$ cat config.mk
export PLATFORM = sky130hd
export DESIGN_NAME = cch_ctrl
export DESIGN_NICKNAME = d
export VERILOG_FILES = /design/src/hdl/cch_pkg.sv /design/src/hdl/cch_ctrl.sv
export SDC_FILE = /design/constraint.sdc
export NUM_CORES = 1
export LEC_CHECK = 0
export ABC_AREA = 1
export BUFFER_PORTS_ARGS = -buffer_cell sky130_fd_sc_hd__buf_2
export CAP_MARGIN = 20
export CORE_ASPECT_RATIO = 0.75
export CORE_MARGIN = 3
export CORE_UTILIZATION = 45
export CTS_BUF_LIST = sky130_fd_sc_hd__clkbuf_4
export DETAILED_ROUTE_END_ITERATION = 10
export PLACE_DENSITY_LB_ADDON = 0.3
export SLEW_MARGIN = 30
export SYNTH_ARGS = -nofsm -noshare
export SYNTH_HDL_FRONTEND = slang
export SYNTH_SLANG_ARGS = --single-unit
$ cat constraint.sdc
create_clock -name i_clk -period 6.1 [get_ports i_clk]
set_input_delay 0.305 -clock i_clk [delete_from_list [all_inputs] [get_ports i_clk]]
set_output_delay 0.305 -clock i_clk [all_outputs]
set_load 0.02 [all_outputs]
$ cat src/hdl/cch_pkg.sv
`timescale 1ns / 1ps
// ----------------------------------------------------------------------------
// cch_pkg
// Shared codes, stream widths and helpers for the cons cell heap.
// ----------------------------------------------------------------------------
package cch_pkg;

    localparam int DEF_CELLS        = 1024;
    localparam int DEF_PAYLOAD_BITS = 32;

    localparam int FUNC_W    = 3;
    localparam int KIND_W    = 2;
    localparam int INDEX_W   = 10;
    localparam int IO_PAY_W  = 32;
    localparam int STATUS_W  = 2;

    localparam int S_TDATA_W = 80;
    localparam int S_TUSER_W = FUNC_W;
    localparam int M_TDATA_W = 40;
    localparam int M_TUSER_W = STATUS_W;

    localparam logic [FUNC_W-1:0] FN_CAR     = 3'd0;
    localparam logic [FUNC_W-1:0] FN_CDR     = 3'd1;
    localparam logic [FUNC_W-1:0] FN_SET_CAR = 3'd2;
    localparam logic [FUNC_W-1:0] FN_SET_CDR = 3'd3;
    localparam logic [FUNC_W-1:0] FN_CONS    = 3'd4;

    localparam logic [KIND_W-1:0] KIND_NULL = 2'd0;
    localparam logic [KIND_W-1:0] KIND_PAIR = 2'd1;
    localparam logic [KIND_W-1:0] KIND_ATOM = 2'd2;
    localparam logic [KIND_W-1:0] KIND_RSVD = 2'd3;

    localparam logic [STATUS_W-1:0] STAT_OK       = 2'd0;
    localparam logic [STATUS_W-1:0] STAT_NOT_PAIR = 2'd1;
    localparam logic [STATUS_W-1:0] STAT_OOM      = 2'd2;
    localparam logic [STATUS_W-1:0] STAT_RSVD     = 2'd3;

    // reserved kind code is folded onto the atom kind
    function automatic logic [KIND_W-1:0] norm_kind(input logic [KIND_W-1:0] k);
        return (k == KIND_RSVD) ? KIND_ATOM : k;
    endfunction

endpackage

$ cat src/hdl/cch_ctrl.sv
`timescale 1ns / 1ps
// ----------------------------------------------------------------------------
// cch_ctrl
// Sequencer: post-reset init sweep, item capture, RAM read-modify-write,
// free list head and output register.
// ----------------------------------------------------------------------------
module cch_ctrl #(
    parameter int CELLS        = 1024,
    parameter int PAYLOAD_BITS = 32,
    parameter int AW           = 10
) (
    input  logic                           i_clk,
    input  logic                           i_rst_n,
    input  logic                           s_axis_tvalid,
    output logic                           s_axis_tready,
    input  logic [cch_pkg::S_TDATA_W-1:0]  s_axis_tdata,
    input  logic [cch_pkg::S_TUSER_W-1:0]  s_axis_tuser,
    output logic                           m_axis_tvalid,
    input  logic                           m_axis_tready,
    output logic [cch_pkg::M_TDATA_W-1:0]  m_axis_tdata,
    output logic [cch_pkg::M_TUSER_W-1:0]  m_axis_tuser,
    output logic                           o_car_we,
    output logic                           o_cdr_we,
    output logic [AW-1:0]                  o_waddr,
    output logic [PAYLOAD_BITS+1:0]        o_car_wdata,
    output logic [PAYLOAD_BITS+1:0]        o_cdr_wdata,
    output logic                           o_re,
    output logic [AW-1:0]                  o_raddr,
    input  logic [PAYLOAD_BITS+1:0]        i_car_rdata,
    input  logic [PAYLOAD_BITS+1:0]        i_cdr_rdata
);
    import cch_pkg::*;

    localparam int PB = PAYLOAD_BITS;
    localparam int WW = PAYLOAD_BITS + KIND_W;
    localparam logic [31:0] CELLS_U   = 32'(CELLS);
    localparam logic [63:0] CELLS_U64 = 64'(CELLS);
    localparam logic [AW-1:0] LAST_IDX = AW'(CELLS - 1);

    typedef enum logic [1:0] {
        ST_CLEAR,
        ST_IDLE,
        ST_EXEC
    } t_state;

    t_state                r_state;
    logic [AW-1:0]         r_clr_idx;
    logic [AW-1:0]         r_head;
    logic [FUNC_W-1:0]     r_func;
    logic [KIND_W-1:0]     r_tkind;
    logic [INDEX_W-1:0]    r_tidx;
    logic [KIND_W-1:0]     r_k1;
    logic [PB-1:0]         r_p1;
    logic [KIND_W-1:0]     r_k2;
    logic [PB-1:0]         r_p2;
    logic                  r_out_valid;
    logic [STATUS_W-1:0]   r_out_status;
    logic [KIND_W-1:0]     r_out_kind;
    logic [IO_PAY_W-1:0]   r_out_pay;

    logic [STATUS_W-1:0]   n_status;
    logic [KIND_W-1:0]     n_kind;
    logic [IO_PAY_W-1:0]   n_pay;
    logic [AW-1:0]         n_head;

    logic [FUNC_W-1:0]     in_func;
    logic [KIND_W-1:0]     in_tkind;
    logic [INDEX_W-1:0]    in_tidx;
    logic [KIND_W-1:0]     in_k1;
    logic [IO_PAY_W-1:0]   in_p1;
    logic [KIND_W-1:0]     in_k2;
    logic [IO_PAY_W-1:0]   in_p2;

    logic                  accept;
    logic                  exec_go;
    logic                  target_ok;
    logic                  cons_ok;
    logic [KIND_W-1:0]     car_kind;
    logic [PB-1:0]         car_pay;
    logic [KIND_W-1:0]     cdr_kind;
    logic [PB-1:0]         cdr_pay;
    logic [AW:0]           clr_next;

    assign in_func  = s_axis_tuser;
    assign in_tkind = s_axis_tdata[1:0];
    assign in_tidx  = s_axis_tdata[11:2];
    assign in_k1    = s_axis_tdata[13:12];
    assign in_p1    = s_axis_tdata[45:14];
    assign in_k2    = s_axis_tdata[47:46];
    assign in_p2    = s_axis_tdata[79:48];

    assign s_axis_tready = (r_state == ST_IDLE);
    assign accept        = s_axis_tvalid && s_axis_tready;
    assign exec_go       = (r_state == ST_EXEC) && (!r_out_valid || m_axis_tready);

    assign o_re    = accept;
    assign o_raddr = (in_func == FN_CONS) ? r_head : AW'(in_tidx);

    assign car_kind = i_car_rdata[WW-1 -: KIND_W];
    assign car_pay  = i_car_rdata[PB-1:0];
    assign cdr_kind = i_cdr_rdata[WW-1 -: KIND_W];
    assign cdr_pay  = i_cdr_rdata[PB-1:0];

    assign target_ok = (r_tkind == KIND_PAIR) && (32'(r_tidx) < CELLS_U);
    assign cons_ok   = (cdr_kind == KIND_PAIR) && (64'(cdr_pay) < CELLS_U64);
    assign clr_next  = {1'b0, r_clr_idx} + (AW+1)'(1);

    always_comb begin
        o_car_we    = 1'b0;
        o_cdr_we    = 1'b0;
        o_waddr     = AW'(r_tidx);
        o_car_wdata = {r_k1, r_p1};
        o_cdr_wdata = (r_func == FN_CONS) ? {r_k2, r_p2} : {r_k1, r_p1};
        n_status    = STAT_OK;
        n_kind      = KIND_NULL;
        n_pay       = '0;
        n_head      = r_head;
        case (r_state)
            ST_CLEAR: begin
                o_car_we    = 1'b1;
                o_cdr_we    = 1'b1;
                o_waddr     = r_clr_idx;
                o_car_wdata = '0;
                o_cdr_wdata = (r_clr_idx == LAST_IDX) ? '0 : {KIND_PAIR, PB'(clr_next)};
            end
            ST_EXEC: begin
                case (r_func)
                    FN_CAR, FN_CDR, FN_SET_CAR, FN_SET_CDR: begin
                        if (!target_ok) begin
                            n_status = STAT_NOT_PAIR;
                        end else if (r_func == FN_CAR) begin
                            n_kind = car_kind;
                            n_pay  = 32'(car_pay);
                        end else if (r_func == FN_CDR) begin
                            n_kind = cdr_kind;
                            n_pay  = 32'(cdr_pay);
                        end else if (r_func == FN_SET_CAR) begin
                            o_car_we = exec_go;
                        end else begin
                            o_cdr_we = exec_go;
                        end
                    end
                    FN_CONS: begin
                        o_waddr = r_head;
                        if (cons_ok) begin
                            o_car_we = exec_go;
                            o_cdr_we = exec_go;
                            n_kind   = KIND_PAIR;
                            n_pay    = 32'(r_head);
                            n_head   = AW'(cdr_pay);
                        end else begin
                            n_status = STAT_OOM;
                        end
                    end
                    default: begin
                    end
                endcase
            end
            default: begin
            end
        endcase
    end

    always_ff @(posedge i_clk) begin
        if (!i_rst_n) begin
            r_state     <= ST_CLEAR;
            r_clr_idx   <= '0;
            r_head      <= '0;
            r_out_valid <= 1'b0;
        end else begin
            if (exec_go) begin
                r_out_valid <= 1'b1;
            end else if (m_axis_tready) begin
                r_out_valid <= 1'b0;
            end
            case (r_state)
                ST_CLEAR: begin
                    r_clr_idx <= AW'(clr_next);
                    if (r_clr_idx == LAST_IDX) begin
                        r_state <= ST_IDLE;
                    end
                end
                ST_IDLE: begin
                    if (accept) begin
                        r_func  <= in_func;
                        r_tkind <= norm_kind(in_tkind);
                        r_tidx  <= in_tidx;
                        r_k1    <= norm_kind(in_k1);
                        r_p1    <= PB'(in_p1);
                        r_k2    <= norm_kind(in_k2);
                        r_p2    <= PB'(in_p2);
                        r_state <= ST_EXEC;
                    end
                end
                ST_EXEC: begin
                    if (exec_go) begin
                        r_out_status <= n_status;
                        r_out_kind   <= n_kind;
                        r_out_pay    <= n_pay;
                        r_head       <= n_head;
                        r_state      <= ST_IDLE;
                    end
                end
                default: begin
                    r_state <= ST_IDLE;
                end
            endcase
        end
    end

    assign m_axis_tvalid = r_out_valid;
    assign m_axis_tuser  = r_out_status;
    assign m_axis_tdata  = {(M_TDATA_W - KIND_W - IO_PAY_W)'(0), r_out_pay, r_out_kind};

endmodule

### Yosys cells after proc, flatten, opt, wreduce, memory -nomap -nowiden

Index checks and enable logic that the tools add are counted.

* output and inout port bits: 135
* logic and storage cells: 84
* register bits: 142

* eq/ne operators: 16
* magnitude comparators: 1
* reduce and logical (&&, ||, !) cells: 13
* $add $sub $neg: 1
* multiplexer cells: 39

Operators with widths (number)
* 34-bit two-way mux: 3
* 32-bit two-way mux: 3
* 32-bit case mux with 2 select lines: 1
* 33-bit two-way mux: 1
* 32-bit by 11-bit < comparator with 1-bit output (second input constant): 1
* 10-bit two-way mux: 3
* 10-bit case mux with 2 select lines: 1
* 2-bit two-way mux: 7
* 1-bit two-way mux: 13
* 10-bit by 1-bit adder with 11-bit output (second input constant): 1
* 10-bit == test (second input constant): 1
* 3-bit AND reduction: 3
* 2-bit == test (second input constant): 4
* 1-bit case mux with 2 select lines: 4
* 2-bit case mux with 2 select lines: 2
* 2-bit by 1-bit == test with 1-bit output (second input constant): 3
* 3-bit by 2-bit == test with 1-bit output (second input constant): 2
* 3-bit == test (second input constant): 2
* 2-bit case mux with 3 select lines: 1
* 2-bit != test (second input constant): 2
* 4-bit AND reduction: 1
* 4-bit OR reduction: 1
* 3-bit by 1-bit == test with 1-bit output (second input constant): 1
* 1-bit logical AND: 3
* 6 further kinds: 6

### Depth between registers and ports, before layout

* depth after elaboration: 9
* depth in mapped cells: 9
* depth with buffers taken out: 8

### Least setup slack after synthesis

Ideal clock, no wire load.

* path kind: register -> register
* start: reg r_state[0]
* end: reg r_func[0] (enable)
* cell stages (with the launch flop): 5
* library setup time: 525 ps
* buffers on the path: 0
* setup slack: 1150 ps
* required time: 5575 ps
* data arrival time: 4425 ps
* cells stage by stage: dfxtp_1 > inv_2 > nor2_1 > nand2_1 > nor2_1

* longest elaborated chain between the ends: 3

Ends and longest elaborated chain
* from (decl): RTL line cch_ctrl.sv:46 `t_state r_state;`
* from (signal assigned): RTL line cch_ctrl.sv:166 `r_state <= ST_CLEAR;`
* from (signal assigned): RTL line cch_ctrl.sv:180 `r_state <= ST_IDLE;`
* from (signal assigned): RTL line cch_ctrl.sv:192 `r_state <= ST_EXEC;`
* 2-bit by 1-bit == test with 1-bit output (*): RTL line cch_ctrl.sv:92 `assign s_axis_tready = (r_state == ST_IDLE);`
* named net s_axis_tready: RTL line cch_ctrl.sv:15 `output logic s_axis_tready,`
* 1-bit logical AND: RTL line cch_ctrl.sv:93 `assign accept = s_axis_tvalid && s_axis_tready;`
* 3-bit AND reduction (no line) (*)
* to (signal assigned): RTL line cch_ctrl.sv:185 `r_func <= in_func;`
* to (decl): RTL line cch_ctrl.sv:49 `logic [FUNC_W-1:0] r_func;`

Mark *: on every way through the listed nets, which the timed path passes. The rest lies on a longest branch.
A chain may end at the register's enable or synchronous reset.

### Worst setup path in the final report

* start: reg r_func[0]
* end: out o_cdr_we

* longest elaborated chain between the ends: 7
* elaborated cells on any way between the ends: 12
* those cells by class: eq/ne (4); mux (6); reduce/logical (2)

Ends and longest elaborated chain
* 3-bit by 2-bit == test with 1-bit output: RTL line cch_ctrl.sv:127, cch_ctrl.sv:137
* 1-bit two-way mux: RTL line cch_ctrl.sv:137 `end else if (r_func == FN_SET_CAR) begin`
* 1-bit two-way mux: RTL line cch_ctrl.sv:134 `end else if (r_func == FN_CDR) begin`
* 1-bit two-way mux: RTL line cch_ctrl.sv:131 `end else if (r_func == FN_CAR) begin`
* 1-bit two-way mux: RTL line cch_ctrl.sv:129 `if (!target_ok) begin`
* 1-bit case mux with 2 select lines (*): RTL line cch_ctrl.sv:127 `case (r_func)`
* 1-bit case mux with 2 select lines (*): RTL line cch_ctrl.sv:118 `case (r_state)`
* to (decl): RTL line cch_ctrl.sv:23 `output logic o_cdr_we,`

Every way passes the cells marked *; elsewhere a longest branch is shown, timed or not.

==> results by group <==
Run status
  – Outcome: complete, no violations

Clock network
  – CTS root buf: clkbuf_4
  – Clock buffer depth: 2
  – Clock buffer count from CTS: 17
  – # hold bufs at CTS: 80
  – CTS tree: done
  – Reg clk slew, reported paths: 0.13 ns
  – Worst skew pair latency: 0.54 ns
  – Clock sinks: 142
  – Setup bufs post-CTS: 0
  – Post-cts resize count: 0
  – H-tree Lvls: 4

Timing
  – RSZ-0062 raised after global routing: false
  – Post-Route Skew: approximately 0.018 ns
  – Final setup TNS: 0 ns
  – Max Freq: 250 MHz
  – Crit share post-route: 65.7%
  – Final Setup Violations: 0
  – Final slew viol count: 0
  – Fin crit period: 4.01 ns
  – Slew at the pin closest to its max-slew limit: 0.775 ns
  – Normalized max-slew margin: between 40% and 50%
  – Final Hold Viols: 0

Synth
  – Cell area after synthesis: 6800 sq um
  – Asr flop ratio synth: 0%
  – Primary FF master, synth: edfxtp_1
  – Sequential area share after synthesis: 59.3%
  – Cells after Synth: between 700 and 800
  – Post-synth EDFFs: ~120
  – Syn avg cell area: 9.42 sq um
  – Flops & latches, synth: 142
  – Yosys cell types: 38
  – Syn. warnings: 0

Power and ir drop
  – Clk network pwr share: 35.0%
  – Reg power frac: 56.9%
  – Peak supply drop: 0.000118 V
  – Switching pwr: 452 uW
  – PD cells: 195 nW/um^2
  – Lkg Pwr: ~4.2 nW
  – Sw frac: 24.5%
  – Gate power share: 8.1%
  – P_int: roughly 1.4 mW

Detailed routing
  – DRT Wirelength: 21400 um
  – Vias post-DR: 6610
  – 1st-iter DRT viols: slightly above 500
  – Routed wire per std cell: 16.8 um
  – Number of vias per cell: around 5.2
  – DRC: 0
  – DR pass1 iterations: 5
  – Post-route ant nets: 0

Worst setup path
  – Crit path buffers/inverters: 4
  – Crit path max fanout: 66
  – Slowest CP cell: clkinv_2
  – CP startpoint kind: flop
  – Crit path required time: 5.79 ns
  – Worst-path cell chain: buf_4 > nor2_8 > nand2_4 > clkinv_2 > nand4_2 > nor2_2 > inv_1 > nand3_1 > buf_2
  – Setup crit end: o_cdr_we
  – Top Family by Delay on Critical Path: simple AND/OR/NAND/NOR gates
  – CP startpoint: r_func[0]
  – Reg2reg path depth: 8
  – Reg2reg end: r_head[6]
  – Crit. End Element: output port
  – Critical path's largest stage delay: roughly 0.55 ns
  – Critical path arrival: 3.70 ns
  – FF-to-FF Start: r_func[0]
  – Setup slack, reg-to-reg: a little over 3 ns
  – Levels on crit path: 9
  – Critical path class: flop to output port

GRT
  – Vias in the first global route: 6237
  – Pin count of the biggest net entering global routing: 67
  – Global route overflow: 0
  – Total track usage: 24.9%
  – First-pass GRT wire length: about 33000 um
  – Initial antenna violation count: 1

Floorplan
  – Die area: 16600 sq um
  – Row count: 38
  – # IOs: 290
  – Core footprint: between 10000 and 15000 sq um
  – Initial Util: ~46%
  – Die Ht: between 100 and 150 um
  – Die Width: around 150 um

Final layout
  – Layout Nets: approximately 1200
  – Area growth syn-to-layout: 39.0%
  – Most frequent cells in the layout: buf_2 (283), edfxtp_1 (119), nor2_1 (99), inv_1 (84), dlygate4sd3_1 (80)
  – Layout cells sized above 1: about 32%
  – Most common cell after layout, fill and taps aside: buf_2
  – Post-Layout Cell Count: ~1300

Min path
  – Hold crit path type: input pin to flop

Placement
  – Gpl congestion: 0.885
  – DP HPWL: 14500 um
  – Port bufs: 283
  – Inst Count DP: between 1000 and 1500

Flow run
  – Max_cap viols: 0
[cell families (layout without fill, tap and decap cells)]
| family | count (synthesis) | count (layout) | synth area share [%] |
|---|---|---|---|
| AND/OR/NAND/NOR | 272 | 272 | 18.0 |
| AO/OA/AOI/OAI | 154 | 154 | 12.1 |
| flip-flops | 142 | 142 | 59.3 |
| buffers and inverters | 141 | 490 | 8.59 |
| multiplexers | 9 | 9 | 1.49 |
| XOR/XNOR | 2 | 2 | 0.258 |
| adder cells (fa/ha/maj) | 1 | 1 | 0.184 |
| other | 1 | 7 | 0.0551 |
[stage by stage]
stage / power (mW) / instance area [sq um] / hold slack (ns) / setup slack [ns] / utilization, %
after floorplan: 1.11 / 6820 / 0.404 / 1.15 / -
after global placement: 1.17 / 8290 / 0.464 / 2.77 / 56.6
after detailed placement: 1.18 / 8350 / 0.483 / 2.73 / 57.0
after CTS: 1.86 / 9450 / 0.0131 / 2.10 / 64.5
after global routing: 1.91 / 9450 / 0.00352 / 1.79 / 64.5
final: 1.84 / 9450 / 0.0566 / 2.09 / 64.5
[sequential cells by signal (all words and copies together), names as in the netlist]
| signal | flops |
|---|---|
| m_axis_tuser | 2 |
| m_axis_tvalid | 1 |
| r_clr_idx | 10 |
| r_func | 3 |
| r_head | 10 |
| r_k1 | 2 |
| r_k2 | 2 |
| r_out_kind | 2 |
| r_out_pay | 32 |
| r_p1 | 32 |
| r_p2 | 32 |
| r_state | 2 |
| r_tidx | 10 |
| r_tkind | 2 |
[worst reg2reg max path, cell delays in order (launching register included)]
cell and delay, ns:
edfxtp_1 0.38, buf_4 0.24, nor2_8 0.47, nand2_4 0.48
clkinv_2 0.61, nand4_2 0.18, nor2_2 0.41, nor2_1 0.08
nor2_1 0.11
[layout make-up]
| class | count | area (sq um) |
|---|---|---|
| Antenna cell | 1 | 2.50 |
| Clock buffer | 17 | 128 |
| Clock inverter | 15 | 173 |
| Fill cell | 1245 | 5190 |
| Inverter | 88 | 332 |
| Multi-Input combinational cell | 444 | 2220 |
| Sequential cell | 142 | 4030 |
| Tap cell | 200 | 250 |
| Timing Repair Buffer | 370 | 2310 |
[per-layer routing]
metal | track usage, % | share of wire (%) | vias up
met3 | 5.61 | 7.3 | 55
met5 | 0 | 0 | -
met1 | 31.9 | 41 | 3061
li1 | - | - | 3154
met2 | 41.8 | 49 | 340
met4 | 8.86 | 2.9 | 0
[power by group through the flow]
stage	logic [mW]	clock network (mW)	registers [mW]
final	0.150	0.646	1.05
after global routing	0.162	0.701	1.05
after CTS	0.147	0.664	1.05
after detailed placement	0.106	0	1.07
after global placement	0.104	0	1.07
after floorplan	0.0424	0	1.07
[cell usage after synthesis, types with 9 or more instances]
cell type | n | share of area [%]
a21oi_1 | 58 | 4.3
buf_2 | 16 | 1.2
clkbuf_1 | 22 | 1.2
dfxtp_1 | 23 | 6.8
edfxtp_1 | 119 | 53
inv_1 | 84 | 4.6
mux2_2 | 9 | 1.5
nand2_1 | 75 | 4.1
nand3_1 | 48 | 3.5
nand4_1 | 35 | 3.2
nor2_1 | 102 | 5.6
o21ai_0 | 78 | 5.7
[worst min-delay path by stage]
stage,cells after the start,end,slack (ns),start
2_1_floorplan,0,r_func[0],0.40,s_axis_tuser[0]
3_3_place_gp,2,r_head[3],0.46,r_head[3]
3_5_place_dp,1,r_p1[3],0.48,s_axis_tdata[17]
4_1_cts,3,r_tkind[0],0.01,s_axis_tdata[0]
5_1_grt,3,r_tkind[0],0.004,s_axis_tdata[0]
6_report,3,r_tkind[0],0.06,s_axis_tdata[0]
(Power assumes the default switching activity.)
